## src/spq_pkg.sv

```systemverilog
// Shared constants, types and status codes for the sorted priority queue.
`timescale 1ns / 1ps

package spq_pkg;

    localparam int CAPACITY = 16;
    localparam int CNT_W    = $clog2(CAPACITY + 1);
    localparam int DATA_W   = 32;
    localparam int OCC_W    = 5;
    localparam int STATUS_W = 2;

    localparam logic [STATUS_W-1:0] ST_OK    = 2'd0;
    localparam logic [STATUS_W-1:0] ST_EMPTY = 2'd1;
    localparam logic [STATUS_W-1:0] ST_FULL  = 2'd2;

    localparam logic ACT_PUSH = 1'b0;
    localparam logic ACT_POP  = 1'b1;

    typedef struct packed {
        logic signed [DATA_W-1:0] value;
        logic signed [DATA_W-1:0] prio;
    } entry_t;

    typedef struct packed {
        logic push;
        logic pop;
    } cell_ctrl_t;

endpackage

```

## src/spq_if.sv

```systemverilog
// Request and response channel interfaces of the sorted priority queue.
`timescale 1ns / 1ps

interface spq_req_if;
    logic               valid;
    logic               ready;
    logic               action;
    logic signed [31:0] item_value;
    logic signed [31:0] item_priority;

    modport source (output valid, output action, output item_value, output item_priority,
                    input ready);
    modport sink   (input valid, input action, input item_value, input item_priority,
                    output ready);
endinterface

interface spq_resp_if;
    logic               valid;
    logic               ready;
    logic signed [31:0] out_value;
    logic signed [31:0] out_priority;
    logic [1:0]         status;
    logic [4:0]         occupancy;

    modport source (output valid, output out_value, output out_priority, output status,
                    output occupancy, input ready);
    modport sink   (input valid, input out_value, input out_priority, input status,
                    input occupancy, output ready);
endinterface

```

## src/spq_cell.sv

```systemverilog
// One slot of the sorted chain: holds an entry and shifts with its neighbours.
`timescale 1ns / 1ps

module spq_cell (
    input  logic               clk,
    input  spq_pkg::cell_ctrl_t ctrl,
    input  logic               occupied,
    input  spq_pkg::entry_t    new_entry,
    input  spq_pkg::entry_t    left_entry,
    input  logic               left_ge,
    input  spq_pkg::entry_t    right_entry,
    output spq_pkg::entry_t    entry,
    output logic               ge
);
    import spq_pkg::*;

    entry_t entry_reg;
    entry_t entry_next;

    // Empty slots count as "greater", so the insert point falls on the tail.
    assign ge    = !occupied || (entry_reg.prio >= new_entry.prio);
    assign entry = entry_reg;

    always_comb
    begin
        entry_next = entry_reg;
        if (ctrl.push)
        begin
            if (left_ge)
                entry_next = left_entry;
            else if (ge)
                entry_next = new_entry;
        end
        else if (ctrl.pop)
        begin
            entry_next = right_entry;
        end
    end

    always_ff @(posedge clk)
    begin
        entry_reg <= entry_next;
    end

endmodule

```

## src/sorted_priority_queue.sv

```systemverilog
// Top level of the sorted priority queue: cell chain, count and response register.
// Response: registered; it appears in the cycle after its request is accepted.
// Throughput: one request per cycle; every cell decides its shift locally, so the
// chain takes a push or pop each clock while the response is drained.
// Reset: rst_n (asynchronous, active low) empties the queue and drops any pending
// response; slot contents are not cleared and are never read while empty.
`timescale 1ns / 1ps

module sorted_priority_queue (
    input  logic clk,
    input  logic rst_n,
    spq_req_if.sink    req,
    spq_resp_if.source resp
);
    import spq_pkg::*;

    // Count of stored entries; slot i is live when i < count.
    logic [CNT_W-1:0] count_reg;
    logic [CNT_W-1:0] count_next;

    // Response register, parts the request side from the response side.
    logic                     resp_valid_reg;
    logic signed [DATA_W-1:0] resp_value_reg;
    logic signed [DATA_W-1:0] resp_priority_reg;
    logic [STATUS_W-1:0]      resp_status_reg;
    logic [OCC_W-1:0]         resp_occ_reg;

    logic               accept;
    logic               is_full;
    logic               is_empty;
    logic [STATUS_W-1:0] status_next;
    cell_ctrl_t         ctrl;
    entry_t             new_entry;

    entry_t     cell_entry [CAPACITY];
    logic       cell_ge    [CAPACITY];
    logic       cell_occ   [CAPACITY];

    // A new request is taken whenever the response slot is free or being emptied.
    assign req.ready = !resp_valid_reg || resp.ready;
    assign accept    = req.valid && req.ready;

    assign is_full  = (count_reg == CNT_W'(CAPACITY));
    assign is_empty = (count_reg == '0);

    assign new_entry.value = req.item_value;
    assign new_entry.prio  = req.item_priority;

    // Rejected requests leave the chain alone.
    assign ctrl.push = accept && (req.action == ACT_PUSH) && !is_full;
    assign ctrl.pop  = accept && (req.action == ACT_POP) && !is_empty;

    always_comb
    begin
        count_next  = count_reg;
        status_next = ST_OK;
        if (ctrl.push)
            count_next = count_reg + CNT_W'(1);
        else if (ctrl.pop)
            count_next = count_reg - CNT_W'(1);
        if (req.action == ACT_POP && is_empty)
            status_next = ST_EMPTY;
        else if (req.action == ACT_PUSH && is_full)
            status_next = ST_FULL;
    end

    // The chain: each cell sees its left neighbour's entry and insert flag on a
    // push, and its right neighbour's entry on a pop.
    for (genvar i = 0; i < CAPACITY; i++)
    begin : g_cell
        entry_t left_e;
        logic   left_g;
        entry_t right_e;

        assign cell_occ[i] = (CNT_W'(i) < count_reg);

        if (i == 0)
        begin : g_head
            assign left_e = '0;
            assign left_g = 1'b0;
        end
        else
        begin : g_body
            assign left_e = cell_entry[i-1];
            assign left_g = cell_ge[i-1];
        end

        if (i == CAPACITY - 1)
        begin : g_tail
            assign right_e = '0;
        end
        else
        begin : g_mid
            assign right_e = cell_entry[i+1];
        end

        spq_cell u_cell (
            .clk         (clk),
            .ctrl        (ctrl),
            .occupied    (cell_occ[i]),
            .new_entry   (new_entry),
            .left_entry  (left_e),
            .left_ge     (left_g),
            .right_entry (right_e),
            .entry       (cell_entry[i]),
            .ge          (cell_ge[i])
        );
    end

    always_ff @(posedge clk or negedge rst_n)
    begin
        if (!rst_n)
        begin
            count_reg      <= '0;
            resp_valid_reg <= 1'b0;
        end
        else
        begin
            count_reg <= count_next;
            if (accept)
                resp_valid_reg <= 1'b1;
            else if (resp.ready)
                resp_valid_reg <= 1'b0;
        end
    end

    // Payload: the head is returned on a successful pop, zero otherwise.
    always_ff @(posedge clk)
    begin
        if (accept)
        begin
            resp_value_reg    <= ctrl.pop ? cell_entry[0].value : '0;
            resp_priority_reg <= ctrl.pop ? cell_entry[0].prio : '0;
            resp_status_reg   <= status_next;
            resp_occ_reg      <= OCC_W'(count_next);
        end
    end

    assign resp.valid        = resp_valid_reg;
    assign resp.out_value    = resp_value_reg;
    assign resp.out_priority = resp_priority_reg;
    assign resp.status       = resp_status_reg;
    assign resp.occupancy    = resp_occ_reg;

    a_count_bound : assert property (@(posedge clk) disable iff (!rst_n)
        count_reg <= CNT_W'(CAPACITY))
        else $error("entry count beyond capacity");

    a_empty_pop : assert property (@(posedge clk) disable iff (!rst_n)
        (accept && req.action == ACT_POP && is_empty)
        |=> (resp.valid && resp.status == ST_EMPTY && count_reg == '0))
        else $error("pop on empty queue not flagged");

    a_push_count : assert property (@(posedge clk) disable iff (!rst_n)
        ctrl.push |=> (count_reg == $past(count_reg) + CNT_W'(1)))
        else $error("push did not grow the queue");

    a_head_order : assert property (@(posedge clk) disable iff (!rst_n)
        (count_reg >= CNT_W'(2))
        |-> (cell_entry[0].prio <= cell_entry[1].prio))
        else $error("head entries out of order");

endmodule

```

## src/flat_wrapper.sv

```systemverilog
// flat-port wrapper written by rule: the top's interface ports become plain ports
module sorted_priority_queue_flat import spq_pkg::*;
  (clk, rst_n, req_valid, req_action, req_item_value, req_item_priority, req_ready, resp_valid, resp_out_value, resp_out_priority, resp_status, resp_occupancy, resp_ready);
  spq_req_if req_i ();
  spq_resp_if resp_i ();
  input  logic clk;
  input  logic rst_n;
  input wire logic [$bits(req_i.valid)-1:0] req_valid;
  input wire logic [$bits(req_i.action)-1:0] req_action;
  input wire logic [$bits(req_i.item_value)-1:0] req_item_value;
  input wire logic [$bits(req_i.item_priority)-1:0] req_item_priority;
  output wire logic [$bits(req_i.ready)-1:0] req_ready;
  output wire logic [$bits(resp_i.valid)-1:0] resp_valid;
  output wire logic [$bits(resp_i.out_value)-1:0] resp_out_value;
  output wire logic [$bits(resp_i.out_priority)-1:0] resp_out_priority;
  output wire logic [$bits(resp_i.status)-1:0] resp_status;
  output wire logic [$bits(resp_i.occupancy)-1:0] resp_occupancy;
  input wire logic [$bits(resp_i.ready)-1:0] resp_ready;
  assign req_i.valid = req_valid;
  assign req_i.action = req_action;
  assign req_i.item_value = req_item_value;
  assign req_i.item_priority = req_item_priority;
  assign req_ready = req_i.ready;
  assign resp_valid = resp_i.valid;
  assign resp_out_value = resp_i.out_value;
  assign resp_out_priority = resp_i.out_priority;
  assign resp_status = resp_i.status;
  assign resp_occupancy = resp_i.occupancy;
  assign resp_i.ready = resp_ready;
  sorted_priority_queue u_core (.clk(clk), .rst_n(rst_n), .req(req_i), .resp(resp_i));
endmodule
```

## config.mk

```make
export PLATFORM = sky130hd
export DESIGN_NAME = sorted_priority_queue_flat
export DESIGN_NICKNAME = d
export VERILOG_FILES = /design/src/spq_pkg.sv /design/src/spq_if.sv /design/src/spq_cell.sv /design/src/sorted_priority_queue.sv /design/src/flat_wrapper.sv
export SDC_FILE = /design/constraint.sdc
export NUM_CORES = 2
export LEC_CHECK = 0
export BUFFER_PORTS_ARGS = -buffer_cell sky130_fd_sc_hd__buf_2
export CORE_UTILIZATION = 65
export DETAILED_ROUTE_END_ITERATION = 16
export PLACE_DENSITY = 0.83
export SYNTH_ARGS = -nofsm -noshare
export SYNTH_HDL_FRONTEND = slang
export SYNTH_SLANG_ARGS = --single-unit
```

## constraint.sdc

```tcl
create_clock -name clk -period 15.1 [get_ports clk]
set_clock_uncertainty 0.15 [all_clocks]
set_input_delay 4.53 -clock clk [delete_from_list [all_inputs] [get_ports clk]]
set_output_delay 4.53 -clock clk [all_outputs]
set_load 0.02 [all_outputs]
```

Word level (Yosys, flattened, before mapping)
Cells that the tools add are included.
{ "op_classes": {"addsub": 2, "n_mul": 0, "div": 0, "n_lt_le_gt_ge": 32, "eq_ne": 17, "shifts": 0, "n_mux": 68, "bitwise_logic": 1, "n_reduce_logical": 62} }
{ "ops": {"columns": ["operator", "n"], "rows": [
  ["2-to-1 mux 64 bit", 63],
  ["greater-or-equal comparator 32 bit", 16],
  ["inequality test 3 bit (second input constant)", 15],
  ["< comparator 4 x 5 -> 1 bit (first input constant)", 8],
  ["AND reduction 2 bit", 16],
  ["< comparator 3 x 5 -> 1 bit (first input constant)", 4],
  ["zero test 1 bit", 19],
  ["logical OR 1 bit", 17],
  ["< comparator 1 x 5 -> 1 bit (first input constant)", 2],
  ["< comparator 2 x 5 -> 1 bit (first input constant)", 2],
  ["2-to-1 mux 5 bit", 2],
  ["logical AND 1 bit", 7],
  ["adder 5 x 1 -> 5 bit (second input constant)", 1],
  ["== test 5 bit (second input constant)", 1],
  ["zero test 5 bit", 1],
  ["subtractor 5 x 1 -> 5 bit (second input constant)", 1],
  ["nonzero test 2 bit", 2],
  ["2-to-1 mux 1 bit", 2],
  ["2-to-1 mux 2 bit", 1],
  ["inequality test 2 bit (second input constant)", 1],
  ["inverter 1 bit", 1]
]} }
{ "totals": {"ff_bits": 1101, "latchBits": 0, "ram_bits": 0, "rom_bits": 0, "in_bits": 69, "output_inout_bits": 73, "elab_cells": 220, "mem_count": 0} }

Depth between registers and ports, before layout
{ "logic_depth": {"depth_word": 7, "ltp_mapped": 13, "mapped_depth_nobuf": 9} }

Hierarchy
Synthesis repeated with hierarchy kept, for this count alone.
{ "unflattened": {"hier_cells": 6651, "hier_area_um2": 68627.1} }
{ "by_module_without_submodules": {"columns": ["module", "instances", "cells_per_inst", "area_each_um2", "seq_area_each_um2"], "rows": [
  ["spq_cell (u_core.g_cell[0].u_cell ...)", 14, 403, 4097.7, 1921.8],
  ["spq_cell (u_core.g_cell[8].u_cell ...)", 2, 399, 4063.9, 1921.8],
  ["sorted_priority_queue", 1, 211, 3131.8, 2282.2]
]} }

Worst setup path after synthesis
OpenSTA, ideal clock, no wires.
{ "synth_timing": {"path_kind": "input -> register", "startpoint": "input port req_item_priority[15]", "endpoint": "register u_core.g_cell[6].u_cell.entry_reg (netlist bit u_core.g_cell[6].u_cell.entry[0]), enable pin", "arrival_time_ns": 11.181, "path_slack_ns": 3.195, "cell_stages": 11, "n_path_buf": 2, "cell_sequence": "inv_1 > ha_1 > nand4_1 > or4_1 > nand2b_1 > a2bb2oi_1 > nand4b_1 > buf_2 > buf_4 > nor4_1 > o21ai_0"} }
{ "synth_between": {"elab_chain_len": 4, "elab_cells_between_ends": 6} }
{ "synth_lines": {"columns": ["element", "line", "rtl"], "rows": [
  ["from (decl)", "flat_wrapper.sv:11", "input wire logic [$bits(req_i.item_priority)-1:0] req_item_priority;"],
  ["greater-or-equal comparator 32 bit", "spq_cell.sv:21", "assign ge = !occupied || (entry_reg.prio >= new_entry.prio);"],
  ["logical OR 1 bit", "spq_cell.sv:21", null],
  ["inequality test 3 bit (no source line) (*)", null, null],
  ["AND reduction 2 bit (no source line) (*)", null, null],
  ["to (signal assigned)", "spq_cell.sv:42", "entry_reg <= entry_next;"],
  ["to (decl)", "spq_cell.sv:17", "entry_t entry_reg;"]
]} }
Mark *: on every way between the ends. The rest lies on a longest branch, timed or not.
A chain may end at the register's enable or synchronous reset.

Final worst setup path
{ "layout_timing": {"startpoint": "input port req_item_priority[25]", "endpoint": "register u_core.g_cell[6].u_cell.entry_reg (netlist bit u_core.g_cell[6].u_cell.entry[11]), enable pin"} }
The elaborated chain is that of the path after synthesis.

==> out/metrics.yaml <==
status:
  status: "complete, no violations"
grt:
  grt_max_degree: 287
  antenna_found_initial: 20
  grtUsageTotal: 0.4629
  grt_pass1_vias: 48930
  grt_pass1_wl_microns: 335100
  grt-ovfl-total: 0
route:
  totalWireLength_microns: 236500
  wl_per_cell_microns: 33.61
  final_antenna_net_count: 0
  vias: 52800
  drtIter0Drc: 9712
  firstDrtPassIters: 8
  viasPerCell: 7.504
  drcViolationCount: 0
power:
  cellInternalPower_mw: 6.690
  ir_worst_vdd_uv: 224.4
  p_leak_nw: 28.31
  clkPwrFrac: 0.260
  power_density_nw_per_um2: 155.7
  p_sw_frac: 0.3806
  pwr-share-comb: 0.326
  switching_power_mw: 4.111
  pwr-share-seq: 0.413
setup_path:
  r2r_end: "u_core.g_cell[13].u_cell.entry[43]"
  worstPathArrival_ns: 10.28
  cpMaxStageDelayCell: "nor4_1"
  cpPeakStageDelay_ns: 0.93
  cp.required_ns: 15.28
  crit_type: "in2reg"
  r2r_cells: 10
  worstPathMaxFanout: 40
  crit_path_end_kind: "register"
  crit_chain: "buf_2 > inv_1 > ha_1 > nand4_1 > nor4_1 > nand2b_1 > a2bb2oi_1 > nand4b_1 > buf_4 > buf_4 > nor4_1 > o21ai_4 > buf_4"
  cp-start-kind: "input pin"
  r2r_setup_slack_ns: 8.07
  reg2reg_from: "u_core.count_reg[1]"
  crit_top_cell: "buf_4"
logic_synthesis:
  ys_dominant_reg_cell: "edfxtp_1"
  syn_avg_cell_area_sq_um: 11.20
  yosysSeqAreaShare: 0.5127
  synth-async-reset-ratio: 0.005450
  synth_area_leaders: "edfxtp_1 51%, ha_1 10%, mux2i_1 9.0%, a221o_1 6.1%, nand2_1 4.7%"
  syn_area_sq_um: 64420
  synth_common_cells: "1095 x edfxtp_1, 809 x nand2_1, 578 x mux2i_1, 547 x o21ai_0, 515 x ha_1"
  synth_cell_types: 60
  synth_most_common_cell: "edfxtp_1"
  ys_seq_elements: 1101
  yosys_warnings: 0
  syn_inst: 5752
  syn_nets: 6336
  synth.top_cell.area_share: 0.5104
  synth_edf_count: 1095
  synth_top_area_cell: "edfxtp_1"
floorplan:
  core_area_sq_um: 98280
  die_h_microns: 316.8
  rows: 115
  ios: 142
  initial_utilization: 0.6555
  die_area_sq_um: 100400
  die_w_microns: 316.8
sta:
  tightest_slew_ns: 1.329
  setup_viol: 0
  slew_viol_final: 0
  max_freq_mhz: 99.02
  slew_headroom: 0.09122
  setup_tns_ns: 0
  rsz0062_at_grt: "no"
  finalCritPeriodShare: 0.6688
  period_needed_ns: 10.10
  finalHoldViolCount: 0
placed_design:
  port_buffers: 141
  dp_hpwl_microns: 147400
  dpl.cell_count: 6817
  gp_congestion: 1.086
clock_network:
  clock_sinks: 1101
  h-tree-depth: 3
  holdBufCountCts: 0
  cts_buffers: 113
  ctsLongestPathBuffers: 3
  cts_tree: "built"
  clk_latency_ns: 0.74
  post_cts.repair.setup_buffers: 0
  root_buffer: "clkbuf_16"
  path_clk_slew_ns: 0.07
  cts_resized: 0
final_layout:
  drive_above_1_share: 0.07267
  synthToLayoutAreaGrowth_pct: 7.699
  finalNonFillerCells: 7036
  largest_reg_flops: 1024
  layout.nets: 6229
worst_hold_path:
  worstHoldStart: "u_core.g_cell[15].u_cell.entry[50]"
  whs_endpoint: "u_core.g_cell[14].u_cell.entry[50]"
  hold_depth: 1
  hold_path.class: "reg2reg"
flow_run:
  cap_violations: 0
[layer usage]
metal	GRT usage	up-vias	share of wire
met5	0	-	0.00029
met1	0.6253	24970	0.36
met3	0.1525	845	0.16
met2	0.6549	4924	0.42
met4	0.2634	12	0.062
li1	-	22050	-
[worst max path at each step]
stage	start	to	cells past startpoint
after detailed placement	req_item_priority[14]	u_core.g_cell[12].u_cell.entry[27]	11
after global placement	req_item_priority[14]	u_core.g_cell[12].u_cell.entry[27]	11
after global routing	req_item_priority[27]	u_core.g_cell[6].u_cell.entry[11]	13
after CTS	req_item_priority[14]	u_core.g_cell[12].u_cell.entry[21]	11
final	req_item_priority[25]	u_core.g_cell[6].u_cell.entry[11]	13
after floorplan	req_item_priority[15]	u_core.g_cell[6].u_cell.entry[0]	11
[cells in the final DEF, fill, tap and decap left out, types with 11 or more instances in the layout]
| cell | instances |
|---|---|
| a211oi_1 | 12 |
| a21o_1 | 21 |
| a21oi_1 | 228 |
| a221o_1 | 393 |
| a22oi_1 | 12 |
| and2_1 | 66 |
| and3_1 | 70 |
| and4_1 | 17 |
| buf_2 | 141 |
| buf_4 | 76 |
| clkbuf_1 | 22 |
| clkbuf_16 | 114 |
| clkinv_1 | 27 |
| clkinv_2 | 19 |
| diode_2 | 11 |
| edfxtp_1 | 1095 |
| ha_1 | 515 |
| inv_1 | 93 |
| mux2i_1 | 578 |
| nand2_1 | 804 |
| nand3_1 | 62 |
| nand4_1 | 108 |
| nor2_1 | 98 |
| nor2b_1 | 22 |
| nor3_1 | 337 |
| nor4_1 | 24 |
| o211ai_1 | 18 |
| o21a_1 | 14 |
| o21ai_0 | 542 |
| o21ai_1 | 41 |
| o2bb2ai_1 | 11 |
[through the flow]
stage	total power, mW	hold slack [ns]	instance area [sq um]	setup slack, ns	utilization
after global routing	10.99	0.4027	69370	5.060	0.7059
final	10.80	0.3937	69380	5.001	0.7060
after floorplan	6.467	0.3696	64420	3.195	-
after CTS	10.55	0.3936	69350	5.405	0.7057
after detailed placement	7.797	0.3898	65770	4.689	0.6693
after global placement	7.709	0.3551	65770	4.783	0.6693
[worst max-delay path: cells and delay by family]
kind	cells	cell delay [ns]
compound gates	2	0.37
fa+ha+maj	1	0.46
buf+inv	5	3.05
simple gates	5	1.78
[kinds of logic after synthesis]
family	count (synthesis)	share of synthesized area
AO/OA/AOI/OAI	1357	0.1423
flip-flops	1101	0.5127
multiplexers	579	0.09004
buffers and inverters	537	0.03502
adder cells (fa/ha/maj)	515	0.1000
XOR/XNOR	4	0.0005439
AND/OR/NAND/NOR	1659	0.1193
[final cells by class]
class	count	area (sq um)
Fill cell	6897	28890
Antenna cell	11	27.53
Timing Repair Buffer	221	1356
Inverter	94	355.3
Sequential cell	1101	33030
Tap cell	1287	1610
Clock inverter	72	645.6
Clock buffer	136	2935
Multi-Input combinational cell	4114	29420
[power groups by stage]
stage / sequential, mW / clock, mW / combinational, mW
CTS: 4.42 / 2.79 / 3.34
finish: 4.46 / 2.81 / 3.53
global placement: 4.47 / 0 / 3.24
floorplan: 4.33 / 0 / 2.13
global route: 4.48 / 2.90 / 3.61
detailed placement: 4.48 / 0 / 3.32
Note: power is estimated with default switching activity, not from simulation.
